==> config.mk <==
export PLATFORM = sky130hd
export DESIGN_NAME = weighted_random_index_picker_flat
export DESIGN_NICKNAME = d
export VERILOG_FILES = /design/src/sv/wrip_pkg.sv /design/src/sv/wrip_req_if.sv /design/src/sv/wrip_rsp_if.sv /design/src/sv/wrip_ram.sv /design/src/sv/weighted_random_index_picker.sv /design/src/flat_wrapper.sv
export SDC_FILE = /design/constraint.sdc
export NUM_CORES = 1
export LEC_CHECK = 0
export ABC_CLOCK_PERIOD_IN_PS = 3900
export BUFFER_PORTS_ARGS = -buffer_cell sky130_fd_sc_hd__buf_2
export CAP_MARGIN = 20
export CORE_MARGIN = 4
export CORE_UTILIZATION = 50
export DETAILED_ROUTE_END_ITERATION = 8
export MAX_ROUTING_LAYER = met4
export PLACE_DENSITY = 0.66
export RECOVER_POWER = 50
export SLEW_MARGIN = 20
export SYNTH_ARGS = -nofsm -noshare
export SYNTH_HDL_FRONTEND = slang
export SYNTH_SLANG_ARGS = --single-unit
==> constraint.sdc <==
create_clock -name clk -period 3.9 [get_ports clk]
set_input_delay 0 -clock clk [delete_from_list [all_inputs] [get_ports clk]]
set_output_delay 0 -clock clk [all_outputs]
set_load 0.01 [all_outputs]
==> src/sv/wrip_pkg.sv <==
// ----------------------------------------------------------------------------
// wrip_pkg
// Shared types and constants of the weighted random index picker.
// ----------------------------------------------------------------------------
package wrip_pkg;

  // Table geometry.
  localparam int MAX_ENTRIES = 64;
  localparam int WEIGHT_BITS = 16;
  localparam int IDX_W       = $clog2(MAX_ENTRIES);
  localparam int CNT_W       = $clog2(MAX_ENTRIES + 1);

  // Field widths of the transactions.
  localparam int IN_WEIGHT_W = 16;
  localparam int DRAW_W      = 22;

  // A running sum of all entries never overflows at this width.
  localparam int SUM_W       = WEIGHT_BITS + IDX_W;

  typedef enum logic [1:0] {
    OP_CLEAR  = 2'd0,
    OP_APPEND = 2'd1,
    OP_DELETE = 2'd2,
    OP_PICK   = 2'd3
  } op_t;

  typedef enum logic [1:0] {
    ST_OK        = 2'd0,
    ST_BAD_INDEX = 2'd1,
    ST_FULL      = 2'd2,
    ST_EMPTY     = 2'd3
  } status_t;

  typedef enum logic [1:0] {
    S_IDLE,
    S_PICK,
    S_DEL,
    S_DONE
  } state_t;

endpackage

==> src/sv/wrip_req_if.sv <==
// ----------------------------------------------------------------------------
// wrip_req_if
// Request channel: one operation on the weight table per transaction.
// ----------------------------------------------------------------------------
interface wrip_req_if import wrip_pkg::*; ();

  logic                   valid;
  logic                   ready;
  logic [1:0]             op;
  logic [IDX_W-1:0]       entry_index;
  logic [IN_WEIGHT_W-1:0] entry_weight;
  logic [DRAW_W-1:0]      draw;

  modport source (output valid, op, entry_index, entry_weight, draw, input ready);
  modport sink   (input valid, op, entry_index, entry_weight, draw, output ready);

endinterface

==> src/sv/wrip_rsp_if.sv <==
// ----------------------------------------------------------------------------
// wrip_rsp_if
// Response channel: one result per request transaction.
// ----------------------------------------------------------------------------
interface wrip_rsp_if import wrip_pkg::*; ();

  logic             valid;
  logic             ready;
  logic [1:0]       status;
  logic [IDX_W-1:0] picked_index;
  logic [CNT_W-1:0] entry_count;

  modport source (output valid, status, picked_index, entry_count, input ready);
  modport sink   (input valid, status, picked_index, entry_count, output ready);

endinterface

==> src/sv/wrip_ram.sv <==
// ----------------------------------------------------------------------------
// wrip_ram
// Simple dual-port RAM: one write port, one read port with registered data.
// ----------------------------------------------------------------------------
module wrip_ram #(
  parameter int DEPTH = 64,
  parameter int WIDTH = 16
) (
  input  logic                     clk,
  input  logic                     we,
  input  logic [$clog2(DEPTH)-1:0] waddr,
  input  logic [WIDTH-1:0]         wdata,
  input  logic [$clog2(DEPTH)-1:0] raddr,
  output logic [WIDTH-1:0]         rdata
);

  logic [WIDTH-1:0] mem [DEPTH];

  // Write port.
  always_ff @(posedge clk) begin
    if (we) begin
      mem[waddr] <= wdata;
    end
  end

  // Read port with registered read data.
  always_ff @(posedge clk) begin
    rdata <= mem[raddr];
  end

endmodule

==> src/sv/weighted_random_index_picker.sv <==
// ----------------------------------------------------------------------------
// weighted_random_index_picker
// Ordered weight table with append, delete, clear and roulette-wheel pick.
// ----------------------------------------------------------------------------
//  Channel  Direction  Transaction carries
//  req      sink       op, entry_index, entry_weight, draw
//  rsp      source     status, picked_index, entry_count
//
//  Clear, append, rejected operations and a delete of the last entry go
//  from accept straight to the done state.
//  A pick scans k entries from index 0 (k from 1 to entry_count) until the
//  running sum exceeds the draw or the last entry is reached; the weight RAM
//  delivers one stored weight per cycle to the adder. A delete at index i
//  that moves entries does one RAM read and write per moved entry.
//  The next request can be accepted in the same cycle as its result is presented.
//  Synchronous reset empties the table; weights are not cleared.
//  A result waiting in the output register does not block the next request;
//  the block stalls only when a second result is ready before it is taken.
// ----------------------------------------------------------------------------
module weighted_random_index_picker import wrip_pkg::*; (
  input  logic clk,
  input  logic rst,
  wrip_req_if.sink   req,
  wrip_rsp_if.source rsp
);

  state_t state, state_next;

  logic [CNT_W-1:0] count, count_next;
  logic [IDX_W-1:0] ptr, ptr_next;
  logic [SUM_W-1:0] sum, sum_next;
  logic [DRAW_W-1:0] draw_q;
  status_t           res_status, res_status_next;
  logic [IDX_W-1:0]  res_picked, res_picked_next;

  logic                   ram_we;
  logic [IDX_W-1:0]       ram_waddr, ram_raddr;
  logic [WEIGHT_BITS-1:0] ram_wdata, ram_rdata;

  logic    accept;
  op_t     op;
  logic    append_ok, del_ok, del_shift, pick_ok;
  logic    pick_hit, pick_last, del_last;
  logic    out_free;

  wrip_ram #(
    .DEPTH(MAX_ENTRIES),
    .WIDTH(WEIGHT_BITS)
  ) u_ram (
    .clk  (clk),
    .we   (ram_we),
    .waddr(ram_waddr),
    .wdata(ram_wdata),
    .raddr(ram_raddr),
    .rdata(ram_rdata)
  );

  // Request decode and checks against the current table size.
  assign accept    = req.valid && req.ready;
  assign op        = op_t'(req.op);
  assign append_ok = count < CNT_W'(MAX_ENTRIES);
  assign del_ok    = CNT_W'(req.entry_index) < count;
  assign del_shift = (CNT_W'(req.entry_index) + CNT_W'(1)) < count;
  assign pick_ok   = count != '0;
  assign req.ready = (state == S_IDLE);

  // Scan and shift termination.
  assign sum_next  = sum + SUM_W'(ram_rdata);
  assign pick_hit  = SUM_W'(draw_q) < sum_next;
  assign pick_last = (CNT_W'(ptr) + CNT_W'(1)) == count;
  assign del_last  = (CNT_W'(ptr) + CNT_W'(2)) == count;

  assign out_free  = !rsp.valid || rsp.ready;

  // Next state.
  always_comb begin
    state_next = state;
    case (state)
      S_IDLE: begin
        if (accept) begin
          if (op == OP_PICK && pick_ok) begin
            state_next = S_PICK;
          end else if (op == OP_DELETE && del_shift) begin
            state_next = S_DEL;
          end else begin
            state_next = S_DONE;
          end
        end
      end
      S_PICK: begin
        if (pick_hit || pick_last) begin
          state_next = S_DONE;
        end
      end
      S_DEL: begin
        if (del_last) begin
          state_next = S_DONE;
        end
      end
      S_DONE: begin
        if (out_free) begin
          state_next = S_IDLE;
        end
      end
      default: state_next = S_IDLE;
    endcase
  end

  // RAM accesses and datapath updates for each state.
  always_comb begin
    ram_we          = 1'b0;
    ram_waddr       = ptr;
    ram_wdata       = ram_rdata;
    ram_raddr       = IDX_W'(CNT_W'(ptr) + CNT_W'(1));
    count_next      = count;
    ptr_next        = ptr;
    res_status_next = res_status;
    res_picked_next = res_picked;
    case (state)
      S_IDLE: begin
        ptr_next = '0;
        if (op == OP_DELETE) begin
          ram_raddr = IDX_W'(CNT_W'(req.entry_index) + CNT_W'(1));
        end else begin
          ram_raddr = '0;
        end
        if (accept) begin
          res_picked_next = '0;
          res_status_next = ST_OK;
          case (op)
            OP_CLEAR: begin
              count_next = '0;
            end
            OP_APPEND: begin
              if (append_ok) begin
                ram_we     = 1'b1;
                ram_waddr  = count[IDX_W-1:0];
                ram_wdata  = req.entry_weight[WEIGHT_BITS-1:0];
                count_next = count + CNT_W'(1);
              end else begin
                res_status_next = ST_FULL;
              end
            end
            OP_DELETE: begin
              ptr_next = req.entry_index;
              if (!del_ok) begin
                res_status_next = ST_BAD_INDEX;
              end else if (!del_shift) begin
                count_next = count - CNT_W'(1);
              end
            end
            OP_PICK: begin
              if (!pick_ok) begin
                res_status_next = ST_EMPTY;
              end
            end
            default: ;
          endcase
        end
      end
      S_PICK: begin
        // Data for entry ptr arrives now; the next entry is requested.
        ptr_next = IDX_W'(CNT_W'(ptr) + CNT_W'(1));
        if (pick_hit) begin
          res_picked_next = ptr;
        end
      end
      S_DEL: begin
        // Entry ptr+1 arrives now and moves down to ptr.
        ram_we    = 1'b1;
        ram_raddr = IDX_W'(CNT_W'(ptr) + CNT_W'(2));
        ptr_next  = IDX_W'(CNT_W'(ptr) + CNT_W'(1));
        if (del_last) begin
          count_next = count - CNT_W'(1);
        end
      end
      S_DONE: ;
      default: ;
    endcase
  end

  // Control registers.
  always_ff @(posedge clk) begin
    if (rst) begin
      state     <= S_IDLE;
      count     <= '0;
      rsp.valid <= 1'b0;
    end else begin
      state <= state_next;
      count <= count_next;
      if (state == S_DONE && out_free) begin
        rsp.valid <= 1'b1;
      end else if (rsp.ready) begin
        rsp.valid <= 1'b0;
      end
    end
  end

  // Payload registers.
  always_ff @(posedge clk) begin
    ptr        <= ptr_next;
    res_status <= res_status_next;
    res_picked <= res_picked_next;
    if (state == S_IDLE) begin
      sum    <= '0;
      draw_q <= req.draw;
    end else if (state == S_PICK) begin
      sum <= sum_next;
    end
    if (state == S_DONE && out_free) begin
      rsp.status       <= res_status;
      rsp.picked_index <= res_picked;
      rsp.entry_count  <= count;
    end
  end

  // The table never grows past its capacity.
  a_count_range: assert property (@(posedge clk) disable iff (rst)
    count <= CNT_W'(MAX_ENTRIES))
    else $error("entry count exceeds capacity");

  // A pick scan never runs past the last entry.
  a_pick_bound: assert property (@(posedge clk) disable iff (rst)
    state == S_PICK |-> CNT_W'(ptr) < count)
    else $error("pick scan beyond table end");

  // A delete shift always has a source entry inside the table.
  a_del_bound: assert property (@(posedge clk) disable iff (rst)
    state == S_DEL |-> (CNT_W'(ptr) + CNT_W'(1)) < count)
    else $error("delete shift beyond table end");

  // Only one request is in work at a time.
  a_one_in_work: assert property (@(posedge clk) disable iff (rst)
    req.valid && req.ready |=> !req.ready)
    else $error("second request accepted while one is in work");

  // A new result appears only at the end of an operation.
  a_result_source: assert property (@(posedge clk) disable iff (rst)
    $rose(rsp.valid) |-> $past(state) == S_DONE)
    else $error("result presented outside the done state");

endmodule
==> src/flat_wrapper.sv <==
// flat-port wrapper written by rule: the top's interface ports become plain ports
module weighted_random_index_picker_flat import wrip_pkg::*;
  (clk, rst, req_valid, req_op, req_entry_index, req_entry_weight, req_draw, req_ready, rsp_valid, rsp_status, rsp_picked_index, rsp_entry_count, rsp_ready);
  wrip_req_if req_i ();
  wrip_rsp_if rsp_i ();
  input  logic clk;
  input  logic rst;
  input wire logic [$bits(req_i.valid)-1:0] req_valid;
  input wire logic [$bits(req_i.op)-1:0] req_op;
  input wire logic [$bits(req_i.entry_index)-1:0] req_entry_index;
  input wire logic [$bits(req_i.entry_weight)-1:0] req_entry_weight;
  input wire logic [$bits(req_i.draw)-1:0] req_draw;
  output wire logic [$bits(req_i.ready)-1:0] req_ready;
  output wire logic [$bits(rsp_i.valid)-1:0] rsp_valid;
  output wire logic [$bits(rsp_i.status)-1:0] rsp_status;
  output wire logic [$bits(rsp_i.picked_index)-1:0] rsp_picked_index;
  output wire logic [$bits(rsp_i.entry_count)-1:0] rsp_entry_count;
  input wire logic [$bits(rsp_i.ready)-1:0] rsp_ready;
  assign req_i.valid = req_valid;
  assign req_i.op = req_op;
  assign req_i.entry_index = req_entry_index;
  assign req_i.entry_weight = req_entry_weight;
  assign req_i.draw = req_draw;
  assign req_ready = req_i.ready;
  assign rsp_valid = rsp_i.valid;
  assign rsp_status = rsp_i.status;
  assign rsp_picked_index = rsp_i.picked_index;
  assign rsp_entry_count = rsp_i.entry_count;
  assign rsp_i.ready = rsp_ready;
  weighted_random_index_picker u_core (.clk(clk), .rst(rst), .req(req_i), .rsp(rsp_i));
endmodule
# == Word level (Yosys, flattened, before mapping) ==
# Memory sizes are Yosys's and may differ from the RTL's. A register that Yosys moved wholly into a read port is not among the register bits.
# Index checks and enable logic that the tools add are counted.
# op_classes
bitwise_logic,0
addsub,6
order_cmp,4
eq_ne,17
multipliers,0
n_reduce_logical,19
shifts,0
mux,42
div_mod_pow,0
# ops
op,n
$mux 16,4
$mux 6,9
$pmux 6 s2,3
$mux 7,5
$add 22x16->22,1
$lt 22x22->1,1
$pmux 7 s3,1
$add 6x1->7 const B,2
$eq 7x7->1,2
$mux 2,7
$pmux 7 s2,1
$mux 1,9
$ne 3x3->1 const B,3
$eq 2x2->1 const B,4
$ne 2x1->1 const B,4
$pmux 2 s4,1
$reduce_bool 2->1,4
$add 6x2->7 const B,1
$add 7x1->7 const B,1
$lt 6x7->1,1
$lt 7x7->1,1
$lt 7x7->1 const B,1
$reduce_and 7->1,1
$reduce_bool 7->1,1
14 further kinds,20
# word_totals
wordCells,100
register_bits,83
input_bits,50
latchBits,0
mem_bits_rw,1024
mem_count,1
out_inout_bits,17
mem_bits_ro,0
# mem_list
memory,depth,word_bits,rd,rd_ports_with_merged_regs,write_ports,line,source
u_core.u_ram.mem,64,16,1,1,1,wrip_ram.sv:17,logic [WIDTH-1:0] mem [DEPTH];

# == Longest topological paths before layout ==
# depth
word_depth,7
mapped_depth,18
depth_no_buf,18

# == Modules after synthesis ==
# A second synthesis with hierarchy kept.
# hier_totals
hier_cells,2433
area_unflattened_um2,45881.5
# by_module_without_submodules
mod,area_each_um2,cells_per_inst,seq_area_each_um2,instances
wrip_ram,40042.2,1829,31069.8,1
weighted_random_index_picker,5839.4,604,2172.1,1

# == Least setup slack after synthesis ==
# No wires, ideal clock.
# synth_path
kind,reg-to-reg
start,register u_core.u_ram.rdata[0] (read register of u_core.u_ram.mem)
end,"register u_core.res_picked[0], enable pin"
setup_time_ps,378
slack_ps,-245
arrival_ps,3767
period_less_slack_ps,4145
path_stages_with_launch,18
required_ps,3522
n_path_buf,0
cell_sequence,dfxtp_1 > ha_1 > fa_1 > a21oi_1 > o211ai_1 > o31ai_1 > o21a_1 > o211ai_1 > o211ai_1 > xor2_1 > ha_1 > nand2_1 > nor2_1 > a211o_1 > a21oi_1 > o21ai_0 > o21ai_0 > a21boi_0
# synth_via
elab_chain_len,4
# synth_rtl
item,line,source
start: declaration,wrip_ram.sv:14,output logic [WIDTH-1:0] rdata
$add 22x16->22,weighted_random_index_picker.sv:68,assign sum_next = sum + SUM_W'(ram_rdata);
$lt 22x22->1,weighted_random_index_picker.sv:69,assign pick_hit = SUM_W'(draw_q) < sum_next;
$ne 2x1->1 (no source line),n/a,
$reduce_and 3->1 (no source line),n/a,
end signal: assignment,weighted_random_index_picker.sv:203,res_picked <= res_picked_next;
end: declaration,weighted_random_index_picker.sv:34,"logic [IDX_W-1:0] res_picked, res_picked_next;"
# No other way between the ends.
# A chain may end at the register's enable or synchronous reset.

# == Final worst setup path ==
# layout_path
start,register u_core.u_ram.rdata[4] (read register of u_core.u_ram.mem)
end,register u_core.state[1]
# layout_via
elab_chain_len,5
# layout_rtl
item,line,source
$add 22x16->22,weighted_random_index_picker.sv:68,
$lt 22x22->1,weighted_random_index_picker.sv:69,
$logic_or 1x1->1,weighted_random_index_picker.sv:91,if (pick_hit || pick_last) begin
$ne 2x1->1 (no source line),n/a,
$reduce_and 4->1 (no source line),n/a,
end signal: assignment,weighted_random_index_picker.sv:189,state <= state_next;
end: declaration,weighted_random_index_picker.sv:27,"state_t state, state_next;"
# No other way between the ends.

==> results.toml <==
[run_status]
outcome = "complete, no violations"

[run]
drv_cap = 0

[sta]
finalHoldViolations = 0
finalSetupViolCount = 0
slew_headroom_pct = 28.2
tightest_slew_ns = 1.08
finalCriticalPeriod_ns = 3.77
fmax_ghz = 0.265
clock_skew_ns = 0.0348
rsz0062_at_grt = "yes"
slew_viol_final = 0
fin_crit_sh_pct = 96.8
setup_slack_ns = 0.127

[power_and_ir_drop]
irDropWorstVdd_mv = 0.511
powerDensity_mw_per_mm2 = 855
p_leak_nw = 19.1

[global_route]
grt_first_pass_wirelength_um = 188000
track_usage_pct = 26.1
grt_max_degree = 68
antenna_found_initial = 4
first_global_vias = 29871
grt_overflow = 0

[yosys]
synth.net_count = 3817
synth_area_leaders = "edfxtp_1 69%, nand2_1 8.4%, nand3_1 3.4%"
yosysTopAreaCellShare_pct = 69.0
yosys.area.top_type = "edfxtp_1"
syn_area_per_cell_um2 = 12.6
synth_cell_types = 70
seq_area_frac_synth_pct = 71.1
synth_ff_type = "edfxtp_1"
yosysWarnings = 0
postSynth.asyncResetShare_pct = 0
synthesis.instances = 3703
ys_ff_latch = 1123
netlist_area_mm2 = 0.0468
synth_edf_count = 1075

[placed_design]
hpwl_um = 74900
dp_slack_ns = -0.282
dpl_cell_area_mm2 = 0.0499
finalWeightedCongestion = 0.892
port_buffers = 66

[floorplanning]
rows = 111
start_util_pct = 50.7
die_y_um = 314
die_width_um = 314
io_pins = 67
die_area_mm2 = 0.0985
core_region_area_mm2 = 0.0922

[routing]
drt_pass1_iterations = 7
drt-total-wl_um = 127000
drt-initial-drc-count = 3819
vias = 31274
ant_nets = 0
wl_per_cell_um = 24.0
drc = 0
vias_per_cell = 5.93

[critical_path]
end_kind = "flop"
critPathMaxFanout = 3
worst-setup-path-type = "reg -> reg"
arrival_ns = 4.37
crit_required_ns = 4.50
crit_path_start_kind = "flop"

[clock_network]
htreeDepth = 3
clock_latency_ns = 0.69
clockRootBuffer = "clkbuf_16"
cts_buffers = 111
cts_sinks = 1123
cts_tree = "yes"
worst_setup_hold_path_clk_slew_ns = 0.06
cts_buffer_depth = 3

[final_layout]
syn_to_final_growth_pct = 14.9
final_nets = 4048
layout_commonest_cell = "edfxtp_1"
mostFrequentLayoutCells = "1075 x edfxtp_1, 1044 x nand2_1, 318 x nand3_1"
final_area_mm2 = 0.0537
drive_above_1_share_pct = 12.5

[hold_path]
hp-class = "in -> reg"
## worst max-delay path: stages, from the launching register on
cell      delay (ns)
dfxtp_1         0.31
ha_1            0.23
clkbuf_1        0.13
o211ai_1        0.27
a211oi_2        0.12
a21oi_2         0.19
a21oi_2         0.09
buf_4           0.15
a211o_1         0.27
nand2_1         0.09
xor2_1          0.15
ha_1            0.25
buf_4           0.14
a211o_1         0.26
a21oi_2         0.14
o21ai_2         0.10
o211a_1         0.22
or4_1           0.49
o31ai_1         0.07
## through the flow
stage	utilization (%)	hold WS [ns]	power, mW	std cells	TNS [ns]
6_report	58.3	0.0264	45.9	5275	0
4_1_cts	58.2	0.00119	45.7	5269	0
3_5_place_dp	54.1	0.179	35.6	5021	-1.74
3_3_place_gp	54.1	0.178	35.4	5021	-1.22
5_1_grt	58.3	0.000790	48.1	5273	-0.139
2_1_floorplan	-	0.0989	27.3	3703	0
## cell type report
class	instances	area [um2]
clock buffers	140	2950
fillers	7319	38500
diodes	3	7.51
clock inverters	68	459
repair buffers	353	2940
multi-input cells	2321	12500
inverters	24	90.1
well taps	1243	1560
flip-flops and latches	1123	33200
## power by group
group	switching (mW)	internal (mW)
Combinational	13.6	6.48
Sequential	0.311	15.6
Clock	4.47	5.55
Total	18.3	27.6
## cells by family after synthesis
logic type,count (synthesis),share of synthesized area [%]
mux,44,0.987
compound gates,452,6.64
buf+inv,259,2.67
fa+ha+maj,64,1.73
flops,1123,71.1
simple gates,1717,16.1
xor+xnor,44,0.824
## routing by layer
layer  up-vias  track usage [%]  part of all wire (%)
met1     15411             35.7                    41
met5         -                -                     0
met3       232             4.51                   9.3
met2      1538             40.3                    47
li1      14093                -                     -
met4         0             8.35                   3.4
## Yosys cell counts (5+ instances only)
master    instances
edfxtp_1       1075
nand2_1        1044
nand3_1         320
and3_1          161
a31oi_1         158
nor2_1          111
buf_2           108
clkbuf_1         95
ha_1             63
a22oi_1          48
dfxtp_1          48
a21oi_1          46
o21ai_0          35
a311oi_1         33
mux2i_1          27
a211oi_1         24
inv_1            23
xnor2_1          23
a21o_1           22
xor2_1           21
mux2_2           17
o32ai_1          16
and4b_1          15
buf_4            14
and2_1           12
buf_6            12
nand2b_1         12
nor2b_1          11
nand4_1          10
o211ai_1          8
o31ai_1           8
o21a_1            7
a22o_1            6
o22ai_1           6
buf_1             5
## registers in the layout, indices dropped and copies added, names as in the netlist
| name | flops |
|---|---|
| u_core.u_ram.mem | 1024 |
| u_core.draw_q | 22 |
| u_core.sum | 22 |
| u_core.u_ram.rdata | 16 |
| u_core.count | 7 |
| u_core.rsp.entry_count | 7 |
| u_core.ptr | 6 |
| u_core.res_picked | 6 |
| u_core.rsp.picked_index | 6 |
| u_core.res_status | 2 |
| u_core.rsp.status | 2 |
| u_core.state | 2 |
| u_core.rsp.valid | 1 |
## worst paths after layout
check,slack [ns],to,from,cells past startpoint
worst max-delay path,0.13,u_core.state[1],u_core.u_ram.rdata[4],18
worst min-delay path,0.03,u_core.draw_q[0],req_draw[0],2
worst max register to register,0.13,u_core.state[1],u_core.u_ram.rdata[4],18
worst min register to register,0.42,u_core.rsp.picked_index[0],u_core.res_picked[0],0
## timing repair
action / CTS / global route
pin swaps: 18 / 9
setup endpoints to repair: 8 / 8
gates resized for setup: 10 / 15
hold buffers: 35 / 0
gates cloned: 0 / 0
buffers inserted: 5 / 3
endpoints found under the hold margin: 63 / 0
No activity file was read; power rests on OpenSTA's default activity.
